[config.mk]
export PLATFORM = sky130hd
export DESIGN_NAME = rdd_cfg
export DESIGN_NICKNAME = d
export VERILOG_FILES = /design/src/rtl/rdd_pkg.sv /design/src/rtl/rdd_cfg.sv
export SDC_FILE = /design/constraint.sdc
export NUM_CORES = 1
export LEC_CHECK = 0
export ABC_AREA = 1
export ABC_CLOCK_PERIOD_IN_PS = 800
export BUFFER_PORTS_ARGS = -buffer_cell sky130_fd_sc_hd__buf_2
export CAP_MARGIN = 10
export CORE_MARGIN = 3
export CORE_UTILIZATION = 41
export DETAILED_ROUTE_END_ITERATION = 10
export PLACE_DENSITY = 0.79
export SYNTH_ARGS = -nofsm -noshare
export SYNTH_HDL_FRONTEND = slang
export SYNTH_SLANG_ARGS = --single-unit
[constraint.sdc]
create_clock -name clk -period 0.8 [get_ports clk]
set_input_delay 0.16 -clock clk [delete_from_list [all_inputs] [get_ports clk]]
set_output_delay 0.16 -clock clk [all_outputs]
set_load 0.01 [all_outputs]
[src/rtl/rdd_pkg.sv]
`timescale 1ns / 1ps
`default_nettype none
package rdd_pkg;

	localparam int MAX_DIM = 4096;

	localparam int W_CFG   = 20;
	localparam int W_IDX   = 8;
	localparam int W_COORD = 12;
	localparam int W_DIST  = 32;
	localparam int W_OFF   = 20;
	localparam int W_PROD  = 40;
	localparam int W_HALF  = W_PROD / 2;
	localparam int W_NP    = W_DIST + W_HALF;
	localparam int W_S     = 82;
	localparam int W_S3    = W_S + 2;
	localparam int W_N     = 72;
	localparam int W_LIMB  = W_N / 3;
	localparam int W_LP    = 2 * W_LIMB;
	localparam int W_N2    = 2 * W_N;
	localparam int W_E     = 148;
	localparam int W_Q     = 32;

	typedef enum logic [W_IDX-1:0] {
		IDX_FOCAL_X  = 8'd0,
		IDX_FOCAL_Y  = 8'd1,
		IDX_CENTER_X = 8'd2,
		IDX_CENTER_Y = 8'd3
	} cfg_idx_t;

	typedef struct packed {
		logic [W_CFG-1:0] fx;
		logic [W_CFG-1:0] fy;
		logic [W_CFG-1:0] cx;
		logic [W_CFG-1:0] cy;
	} rdd_cfg_t;

	typedef struct packed {
		logic            valid;
		logic [W_N2-1:0] n2;
		logic [W_S-1:0]  s;
		logic [W_S3-1:0] s3;
	} rdd_terms_t;

	typedef struct packed {
		logic           valid;
		logic [W_Q-1:0] depth;
	} rdd_res_t;

endpackage
`default_nettype wire

[src/rtl/rdd_cfg.sv]
`timescale 1ns / 1ps
`default_nettype none
module rdd_cfg import rdd_pkg::*; (
	input  wire logic             clk,
	input  wire logic             arst_n,
	input  wire logic             cfg_valid,
	output logic                  cfg_ready,
	input  wire logic [W_IDX-1:0] cfg_index,
	input  wire logic [W_CFG-1:0] cfg_data,
	output rdd_cfg_t              cfg
);

	rdd_cfg_t cfg_q;

	assign cfg_ready = 1'b1;
	assign cfg = cfg_q;

	always_ff @(posedge clk or negedge arst_n) begin
		if (!arst_n) begin
			cfg_q.fx <= W_CFG'(123136);
			cfg_q.fy <= W_CFG'(123136);
			cfg_q.cx <= W_CFG'(81792);
			cfg_q.cy <= W_CFG'(61312);
		end else if (cfg_valid && cfg_ready) begin
			case (cfg_index)
				IDX_FOCAL_X: begin
					cfg_q.fx <= cfg_data;
				end
				IDX_FOCAL_Y: begin
					cfg_q.fy <= cfg_data;
				end
				IDX_CENTER_X: begin
					cfg_q.cx <= cfg_data;
				end
				IDX_CENTER_Y: begin
					cfg_q.cy <= cfg_data;
				end
				default: begin
				end
			endcase
		end
	end

endmodule
`default_nettype wire

==> results.ini <==
[die]
core_area_um2 = 7930
io_pins = 112
die_w_um = 97.4
initial_core_util_pct = 43.2
die_area_um2 = 9480
num_rows = 32
die_h_um = 97.4

[setup_path]
crit_path_end_kind = output pin
crit_required_ps = 640
path_cells = buf_6
path_delay_family = flip-flops
crit_fanout = 2
slowest_delay_ps = 560
crit_buf_inv = 1
start_kind = flop
path_class = reg2out
cpMaxStageDelayCell = dfstp_2
arrival_ps = 1020

[sta]
final_hold_viol_count = 0
setup_ws_ps = -383
setup_viol = 86
fmax_ghz = 0.845
fin_crit_sh_pct = 148
slew_violations = 0
finClkSkew_ps = 0
finalWorstPathRequiredPeriod_ps = 1180
rsz0062_at_grt = yes

[clocking]
cts_max_path_buffers = 2
path_clk_slew_ps = 90
clock_sinks = 80
cts_root_buffer = clkbuf_8
cts_tree = built
clk_latency_ps = 350
cts_htree_levels = 3
cts_inserted_buffers = 9

[flow_run]
drv_cap = 0

[grt]
grt_pass1_vias = 3167
grt_max_degree = 41
antenna_found_initial = 0
overflow = 0
grt_usage_pct = 21.0
grt_first_pass_wirelength_um = 16000

[placement]
place_congestion = 0.853
place_hpwl_um = 6800
place_inst = 574
port_buffers = 110

[route]
dr.pass1.iters = 5
wl_per_cell_um = 16.9
antenna_left = 0
vias = 3299
totalWireLength_um = 10800
drt_iter0_drc = 159
viasPerCell = 5.16
route.detailed.drc = 0

[finish]
fin_cells = 639
area_delta_synth_final_pct = 53.9
drive_gt1_share_pct = 48.8
fin_nets = 563
antenna_cells = 0
largest_reg_flops = 80

[power]
power_leakage_nw = 2.83
p_per_area_nw_per_um2 = 1780
max-vdd-ir-drop_uv = 1100
finalPower_mw = 9.36

[yosys]
seq_area_frac_synth_pct = 59.4
ys_types = 16
syn_inst = 369
syn_avg_cell_area_um2 = 9.28
synth_top_area_share_pct = 39.5
ys_async_sr_fraction_pct = 100
ys_warn_count = 0
synthTopCellsByArea = dfrtp_1 39%, dfstp_2 20%, nand2_1 17%
synth_seq_cells = 80
synth_edf_count = 0
synth_top_area_cell = dfrtp_1
yosysMostFrequentCell = nand2_1
synth_commonest_cells = 154 x nand2_1, 80 x nand3_1, 54 x dfrtp_1, 26 x dfstp_2, 16 x buf_6
syn-cell-area_um2 = 3420
syn_nets = 400
synth_flop_cell = dfrtp_1

[status]
status = finished with violations
violations = setup timing

[worst_hold_path]
hold_path_class = in2reg

## where the power goes
group | internal [mW] | leakage (nW) | switching [mW]
clock network | 2.08 | 0.116 | 1.57
logic | 0.620 | 1.70 | 0.680
registers | 4.28 | 1.01 | 0.135
## layer usage
| metal | vias to the layer above | wire, µm | track usage (%) |
|---|---|---|---|
| met5 | - | 0 | 0 |
| met4 | 0 | 125 | 6.92 |
| met3 | 13 | 996 | 5.60 |
| met2 | 163 | 5420 | 34.6 |
| met1 | 1606 | 4280 | 27.0 |
| li1 | 1517 | - | - |
## per-stage QoR
stage                     utilization [%]  setup WS [ps]  TNS, ps  area, µm²  hold WS, ps
after floorplan                         -          -59.7    -2990       3520         -136
after global placement               53.0           -323   -23070       4200          175
after detailed placement             53.0           -376   -24900       4200          177
after CTS                            60.7           -399   -24200       4810         38.1
after global routing                 66.5           -415   -26520       5270         53.7
final                                66.5           -383   -23100       5270         51.3
## path summary, 6_finish.rpt
kind | from | end | slack [ps] | cells after the start
worst max-delay path | cfg[54] | cfg[54] | -380 | 1
worst min-delay path | cfg_data[8] | cfg[48] | 50 | 3
worst max register to register | cfg[9] | cfg[9] | -60 | 4
min in group asynchronous | arst_n | cfg[37] | 340 | 3
worst min register to register | cfg[33] | cfg[33] | 470 | 2
max in group asynchronous | arst_n | cfg[68] | 160 | 3
## tightest hold or removal path, cell delays in order
cell     delay [ps]
buf_2           130
nand3_1          80
nand2_1          50
## repair_timing
| item | in CTS | in global routing |
|---|---|---|
| cloned | 0 | 7 |
| pin swaps | 0 | 14 |
| hold buffers | 1 | 0 |
| endpoints found under the hold margin | 75 | 0 |
| endpoints found under the setup margin | 80 | 139 |
| setup buffers | 20 | 28 |
| resized for setup | 34 | 41 |
## logic make-up after synthesis
logic type / count (synthesis) / synth area share [%]
buffers and inverters: 31 / 7.34
AND/OR/NAND/NOR: 257 / 33.1
other: 1 / 0.110
flip-flops: 80 / 59.4
## layout make-up
| class | instances | area [µm²] |
|---|---|---|
| clock inverters | 7 | 119 |
| repair buffers | 171 | 1460 |
| inverters | 6 | 35.0 |
| flip-flops and latches | 80 | 2030 |
| fillers | 597 | 2660 |
| multi-input cells | 264 | 1370 |
| clock buffers | 9 | 124 |
| well taps | 102 | 128 |
## cells in the final DEF, fill, tap and decap left out
cell / n
nand2_4: 2
nand2_2: 24
inv_1: 1
dfstp_2: 26
nand3_4: 10
nand3_2: 1
clkinv_8: 1
inv_2: 4
bufinv_16: 3
inv_6: 1
clkbuf_8: 9
buf_6: 53
nor2_4: 8
buf_2: 66
buf_12: 10
clkbuf_16: 1
clkinvlp_4: 2
nand2_1: 139
conb_1: 1
dlygate4sd3_1: 1
clkinv_2: 1
nand3_1: 79
buf_4: 40
dfrtp_1: 54
Note: power is estimated with default switching activity, not from simulation.
