--- src/rtl/rdd_pkg.sv ---
`timescale 1ns / 1ps
`default_nettype none
package rdd_pkg;

	localparam int MAX_DIM = 4096;

	localparam int W_CFG   = 20;
	localparam int W_IDX   = 8;
	localparam int W_COORD = 12;
	localparam int W_DIST  = 32;
	localparam int W_OFF   = 20;
	localparam int W_PROD  = 40;
	localparam int W_HALF  = W_PROD / 2;
	localparam int W_NP    = W_DIST + W_HALF;
	localparam int W_S     = 82;
	localparam int W_S3    = W_S + 2;
	localparam int W_N     = 72;
	localparam int W_LIMB  = W_N / 3;
	localparam int W_LP    = 2 * W_LIMB;
	localparam int W_N2    = 2 * W_N;
	localparam int W_E     = 148;
	localparam int W_Q     = 32;

	typedef enum logic [W_IDX-1:0] {
		IDX_FOCAL_X  = 8'd0,
		IDX_FOCAL_Y  = 8'd1,
		IDX_CENTER_X = 8'd2,
		IDX_CENTER_Y = 8'd3
	} cfg_idx_t;

	typedef struct packed {
		logic [W_CFG-1:0] fx;
		logic [W_CFG-1:0] fy;
		logic [W_CFG-1:0] cx;
		logic [W_CFG-1:0] cy;
	} rdd_cfg_t;

	typedef struct packed {
		logic            valid;
		logic [W_N2-1:0] n2;
		logic [W_S-1:0]  s;
		logic [W_S3-1:0] s3;
	} rdd_terms_t;

	typedef struct packed {
		logic           valid;
		logic [W_Q-1:0] depth;
	} rdd_res_t;

endpackage
`default_nettype wire

--- src/rtl/rdd_out.sv ---
`timescale 1ns / 1ps
`default_nettype none
module rdd_out import rdd_pkg::*; (
	input  wire logic     clk,
	input  wire logic     arst_n,
	input  wire rdd_res_t res,
	output logic          en,
	output logic          out_valid,
	input  wire logic     out_stall,
	output logic [W_Q-1:0] depth
);

	logic           out_valid_q, skid_full_q, out_free;
	logic [W_Q-1:0] depth_q, skid_q;

	// The pipeline keeps moving until the skid entry is taken, so a result
	// leaving the last stage always has a place to go.
	assign en        = ~skid_full_q;
	assign out_free  = ~out_valid_q | ~out_stall;
	assign out_valid = out_valid_q;
	assign depth     = depth_q;

	always_ff @(posedge clk or negedge arst_n) begin
		if (!arst_n) begin
			out_valid_q <= 1'b0;
			skid_full_q <= 1'b0;
		end else if (out_free) begin
			out_valid_q <= skid_full_q | res.valid;
			skid_full_q <= 1'b0;
		end else if (res.valid && en) begin
			skid_full_q <= 1'b1;
		end
	end

	always_ff @(posedge clk) begin
		if (out_free) begin
			depth_q <= skid_full_q ? skid_q : res.depth;
		end else if (res.valid && en) begin
			skid_q <= res.depth;
		end
	end

endmodule
`default_nettype wire

--- config.mk ---
export PLATFORM = sky130hd
export DESIGN_NAME = rdd_out
export DESIGN_NICKNAME = d
export VERILOG_FILES = /design/src/rtl/rdd_pkg.sv /design/src/rtl/rdd_out.sv
export SDC_FILE = /design/constraint.sdc
export NUM_CORES = 1
export LEC_CHECK = 0
export BUFFER_PORTS_ARGS = -buffer_cell sky130_fd_sc_hd__buf_4
export CORE_MARGIN = 10
export CORE_UTILIZATION = 30
export CTS_CLUSTER_DIAMETER = 60
export DETAILED_ROUTE_END_ITERATION = 10
export HOLD_SLACK_MARGIN = 0.02
export PLACE_DENSITY = 0.56
export SETUP_SLACK_MARGIN = 0.05
export SYNTH_ARGS = -nofsm -noshare
export SYNTH_HDL_FRONTEND = slang
export SYNTH_SLANG_ARGS = --single-unit
--- constraint.sdc ---
create_clock -name clk -period 4.1 [get_ports clk]
set_input_delay 0.82 -clock clk [delete_from_list [all_inputs] [get_ports clk]]
set_output_delay 0.82 -clock clk [all_outputs]
set_load 0.02 [all_outputs]
==> results of run 1 <==
## synth_stat cells
library cell / instances / area share, %
dfrtp_1: 2 / 2.0
buf_6: 2 / 0.89
edfxtp_1: 64 / 76
inv_1: 1 / 0.15
o211a_1: 1 / 0.40
mux2_2: 6 / 2.7
and4b_1: 1 / 0.40
buf_12: 2 / 1.6
nand2_1: 1 / 0.15
mux2_4: 26 / 15
a211o_1: 1 / 0.35
## sequential cells by signal (all words and copies together) (netlist names)
name	count
depth	32
skid_q	32
out_valid	1
skid_full_q	1
## worst paths after layout
kind                                                 to  slack [ns]  cells after the start
worst max register to register      skid_q[3]$_DFFE_PP_        2.38                      1
max in group asynchronous       skid_full_q$_DFFE_PN0P_        3.74                      1
min in group clk                     depth[8]$_DFFE_PP_        0.55                      1
worst min-delay path            skid_full_q$_DFFE_PN0P_        0.26                      1
worst min register to register       depth[8]$_DFFE_PP_        0.55                      1
worst max-delay path                                 en        2.25                      2
## routing by layer
layer / track usage, % / vias up
met1: 9.29 / 570
met2: 11.3 / 54
met4: 4.11 / 0
met3: 4.78 / 7
met5: 0 / -
li1: - / 581
## cell families (layout without fill, tap and decap cells)
family,count (synthesis),in the layout,synth area share [%]
muxes,32,32,18.1
buffers and inverters,5,88,2.62
and+or+nand+nor,2,2,0.544
DFF,66,66,78.0
AOI/OAI and AO/OA,2,2,0.742
## placed cells by master, fill, tap and decap left out
cell type / instances
mux2_2: 6
o211a_1: 1
dfrtp_2: 1
a211o_1: 1
buf_4: 71
clkinv_2: 2
and4b_2: 1
nand2_1: 1
edfxtp_1: 64
inv_1: 1
clkbuf_1: 2
clkbuf_8: 9
dfrtp_1: 1
clkinv_1: 3
mux2_4: 26
## cell type report
| class | count | share of cell area, % |
|---|---|---|
| inverter | 1 | 0.114 |
| timing repair buffer | 71 | 16.2 |
| clock inverter | 5 | 0.647 |
| multi-input combinational | 36 | 15.0 |
| sequential | 66 | 60.1 |
| clock buffer | 11 | 4.00 |
| tap | 105 | 4.00 |
## where the power goes
group | internal [uW] | switching [uW] | total [uW]
combinational | 102 | 97.7 | 200
clock | 211 | 225 | 437
sequential | 798 | 16.8 | 815
## stage by stage
step | std cells | util (%)
after floorplan | 107 | -
after global placement | 279 | 38.1
after detailed placement | 279 | 38.1
after CTS | 295 | 40.0
after global routing | 295 | 40.0
final | 295 | 40.0
==> out/results.txt, run 1 <==
Area of the multi-input gates: 492 um^2
DIE WIDTH: 112 um
Initial antenna violation count: 0
Seq cells post-synth: 66
Max incr delay on CP: 0.49 ns
Clk sinks: 66
Root Driver: clkbuf_8
CP top delay family: flip-flops
GRT Resource Usage Total: 7.99%
Register area: 1970 um^2
Std-Cell Rows: 33
Synthesized instance count: 107
Clk buf depth: 2
Worst min-delay path class: in -> async
First-pass GRT wire length: 7.81 mm
CP Capture Type: primary output
Final Hold Slack: 0.264 ns
Die area: 12500 um^2
Fraction of final layout cells sized beyond drive strength 1: 61.1%
Buf/Inv on CP: 2
Pre-CTS WS: 2.00 ns
DR top layer: met4
Total grt overflow: 0
Worst-path cell chain: inv_1, buf_4
HPWL after detailed placement: 3.58 mm
Crit path DAT: 1.03 ns
Slowest-stage cell, CP: dfrtp_2
Cell Area, Synth: 2530 um^2
Largest net degree at the start of global routing: 33
Drt initial violations: 37
Leak Pwr: 0.00130 uW
Inserted Diodes: 0
Status: completed
Number of detailed-routing iterations run before antenna repair: 4
Syn_area_per_cell: 23.6 um^2
CTS resizes: 0
Drt wl/cell: 17.0 um
WL met3: 562 um
Post-CTS Hold Buffers: 0
ANT nets after route: 0
TritonCTS clock tree: yes
Met1 wire length: 2.23 mm
Initial cell density of the core: 30.8%
Core Box Area: 8220 um^2
Die Span Y: 112 um
# H-tree levels: 3
I/O pins: 70
GP Congestion: 0.706
CP Class: reg -> out
Final Max Slew Viols: 0
Post-CTS setup buffers: 0
Final Cycle Share: 45.1%
Nets: 221
TritonCTS Buffers: 9
Vias per cell: 4.11
Max_slew headroom: 47.3%
Met2 routed WL: 2.15 mm
Yosys warns: 0
Port bufs: 69
Critical Path Start Type: register
Clk_skew: 0.00543 ns
VDD IR max: 0.222 mV
Peak Freq: 541 MHz
Fin. Hold Viols: 0
Cell area after layout: 3290 um^2
Reg2reg start: skid_full_q$_DFFE_PN0P_
Design Power: 1450 uW
RSZ-0062 raised after global routing: false
Clk pin slew, worst setup/hold paths: 0.06 ns
Worst-Margin Slew: 0.791 ns
Tmin final: 1.85 ns
Worst setup margin: 2.25 ns
Setup TNS: 0 ns
Synthesis-to-finish area growth: 29.9%
Vias in the first global route: 1423
Dpl cell area: 3130 um^2
Crit path max fanout: 9
Synth unique cells: 11
Drt drc: 0
Sequential area share after synthesis: 78.0%
Routed WL: 5.02 mm
Finish-stage setup viols: 0
Req. time, crit path: 3.28 ns
Max cap viols: 0
DR vias: 1212
Crit path from: skid_full_q$_DFFE_PN0P_
Post-synth net total: 143
# fillers: 759
PwrDens: 442 nW/um^2
Worst skew pair latency: 0.33 ns
No activity file was read; power rests on OpenSTA's default activity.
==> run 2, diff against run 1 <==
- ABC_AREA: default -> 1
- PLACE_DENSITY: 0.56 -> 0.58
- clock period: 4.1 -> 1.7 ns (I/O delays scaled with it)
==> out/results.txt, run 2 <==
Total grt overflow: 0 (unchanged)
Clk pin slew, worst setup/hold paths: 0.07 ns (was 0.06 ns)
CP top delay family: flip-flops (unchanged)
Worst skew pair latency: 0.33 ns (about the same)
Final Cycle Share: 83.8%
# H-tree levels: 3 (unchanged)
TritonCTS clock tree: yes (unchanged)
Clk sinks: 66 (unchanged)
Max cap viols: 0 (unchanged)
Syn_area_per_cell: 14.2 um^2 (was 23.6 um^2)
DIE WIDTH: 111 um (was 112 um)
Crit path max fanout: 16 (was 9)
Setup TNS: 0 ns (unchanged)
Die area: 12400 um^2 (was 12500 um^2)
Synth area leader: edfxtp_1 (unchanged)
VDD IR max: 0.395 mV (was 0.222 mV)
Clk buf depth: 2 (unchanged)
Crit path DAT: 1.08 ns (was 1.03 ns)
Number of detailed-routing iterations run before antenna repair: 4 (unchanged)
Std-Cell Rows: 33 (unchanged)
Port bufs: 69 (unchanged)
GP Congestion: 0.663 (was 0.706)
I/O pins: 70 (unchanged)
Synthesis-to-finish area growth: 31.4% (was 29.9%)
Die Span Y: 111 um (was 112 um)
Drt drc: 0 (unchanged)
Synth top area cells: edfxtp_1 77%, nand2_1 13%, nand2_2 3.8% (was edfxtp_1 76%, mux2_4 15%, mux2_2 2.7%)
Prevailing post-synth register cell: edfxtp_1 (unchanged)
CP Capture Type: primary output (unchanged)
Post-synth EDFFs: 64 (unchanged)
Tmin final: 1.42 ns
Design Power: 3500 uW (was 1450 uW)
Fin. Hold Viols: 0 (unchanged)
Critical Path Start Type: register (unchanged)
Leak Pwr: 0.00138 uW (was 0.00130 uW)
ANT nets after route: 0 (unchanged)
# fillers: 806 (was 759)
Drt wl/cell: 14.2 um (was 17.0 um)
Cell Area, Synth: 2490 um^2 (was 2530 um^2)
Worst min-delay path class: in -> reg (was in -> async)
Worst-Margin Slew: 0.339 ns (was 0.791 ns)
Slowest-stage cell, CP: dfrtp_1 (was dfrtp_2)
Peak Freq: 702 MHz
Routed WL: 5.15 mm (was 5.02 mm)
CTS resizes: 0 (unchanged)
Dpl cell area: 3120 um^2 (was 3130 um^2)
PwrDens: 1070 nW/um^2 (was 442 nW/um^2)
Asr flop ratio synth: 3.03% (unchanged)
Initial antenna violation count: 0 (unchanged)
Most frequent cells in the layout: 83 x nand2_1, 74 x buf_4, 64 x edfxtp_1, 15 x nand2_2, 9 x clkbuf_8 (was 71 x buf_4, 64 x edfxtp_1, 26 x mux2_4, 9 x clkbuf_8, 6 x mux2_2)
RSZ-0062 raised after global routing: false (unchanged)
CP Class: reg -> out (unchanged)
Share of the synthesized area in the top cell type: 77.1% (was 76.0%)
Max incr delay on CP: 0.44 ns (was 0.49 ns)
HPWL after detailed placement: 3.68 mm (was 3.58 mm)
Flop2flop setup slack: 0.29 ns (was 2.38 ns)
Synth unique cells: 9 (was 11)
Drt initial violations: 51 (was 37)
Req. time, crit path: 1.36 ns (was 3.28 ns)
First-pass GRT wire length: 8.54 mm (was 7.81 mm)
Final Max Slew Viols: 0 (unchanged)
Initial cell density of the core: 30.6% (was 30.8%)
Synthesized instance count: 176 (was 107)
Inserted Diodes: 0 (unchanged)
Fraction of final layout cells sized beyond drive strength 1: 40.2% (was 61.1%)
Post-synth net total: 212 (was 143)
Core Box Area: 8130 um^2 (was 8220 um^2)
Final Core Density: 40.3% (was 40.0%)
Root Driver: clkbuf_8 (unchanged)
Status: completed (unchanged)
Vias per cell: 4.06 (was 4.11)
Cell area after layout: 3270 um^2 (was 3290 um^2)
Finish-stage setup viols: 0 (unchanged)
Commonest non-fill, non-tap cell in the layout: nand2_1 (was buf_4)
Yosys warns: 0 (unchanged)
Most frequent cell after synthesis: nand2_1 (was edfxtp_1)
DR vias: 1478 (was 1212)
Largest net degree at the start of global routing: 34 (was 33)
TritonCTS Buffers: 9 (unchanged)
Buf/Inv on CP: 2 (unchanged)
Max_slew headroom: 77.4% (was 47.3%)
Clk_skew: 0.00748 ns (was 0.00543 ns)
Most frequent cells after synthesis: 84 x nand2_1, 64 x edfxtp_1, 15 x nand2_2 (was 64 x edfxtp_1, 26 x mux2_4, 6 x mux2_2)
GRT Resource Usage Total: 8.76% (was 7.99%)
Vias in the first global route: 1627 (was 1423)
Nets: 291 (was 221)
Worst-path cell chain: inv_8, buf_4 (was inv_1, buf_4)
Final Hold Slack: 0.197 ns (was 0.264 ns)
Seq cells post-synth: 66 (unchanged)
Sequential area share after synthesis: 79.1% (was 78.0%)
==> run 2: changes by cell type in the layout (fill, tap and decap cells not counted), sizes merged, moves of 2 or more <==
cell | before | now
nand2 | 1 | 99
clkbuf | 11 | 9
buf | 71 | 74
nor2 | 0 | 3
mux2 | 32 | 0
==> run 2: worst reg2reg max path, stage by stage, from the launching register on <==
cell     delay [ns]
dfrtp_1        0.44
inv_8          0.15
nand2_1        0.11
nor2_4         0.11
buf_4          0.27
==> run 2: layout make-up <==
type	count	area, um^2	share of cell area (%)
clock buffer	9	124	3.78
clock inverter	6	25.0	0.764
inverter	1	11.3	0.344
multi-input combinational	102	444	13.6
sequential	66	1970	60.3
tap	105	131	4.01
timing repair buffer	75	566	17.3
==> run 2: worst paths after layout <==
path	from	to	cells after the start
hold reg to reg	skid_q[8]$_DFFE_PP_	depth[8]$_DFFE_PP_	2
max in group asynchronous	arst_n	out_valid$_DFFE_PN0P_	2
min in group asynchronous	arst_n	out_valid$_DFFE_PN0P_	2
setup reg to reg	skid_full_q$_DFFE_PN0P_	skid_q[11]$_DFFE_PP_	4
hold / removal	res[16]	skid_q[16]$_DFFE_PP_	1
setup / recovery	skid_full_q$_DFFE_PN0P_	en	2
==> run 2: repair_timing <==
action                                 in CTS  in global routing
endpoints found under the hold margin       2                  0
setup buffers                               0                  0
hold buffers                                1                  0
==> run 2: cells by family after synthesis <==
| group | after synthesis | share of synthesized area, % |
|---|---|---|
| simple gates | 102 | 16.9 |
| flops | 66 | 79.1 |
| buf+inv | 8 | 4.02 |
==> run 2: metal layers <==
metal	part of all wire (%)	vias up	global-route usage, %	routed length, um
li1	-	747	-	-
met1	42	673	10.1	2160
met2	50	48	14.0	2590
met3	6.1	10	3.14	312
met4	1.8	0	4.63	95
met5	0	-	0	0
==> run 2: stage by stage <==
stage / instances / worst slack (ns)
after floorplan: 176 / 0.139
after global placement: 348 / 0.304
after detailed placement: 348 / 0.281
after CTS: 364 / 0.255
after global routing: 364 / 0.210
final: 364 / 0.276
==> run 2: report_power, final <==
part,total [uW],switching [uW],internal (uW)
clock,1030,535,495
combinational,498,293,205
sequential,1970,36.6,1930
total,3500,865,2630
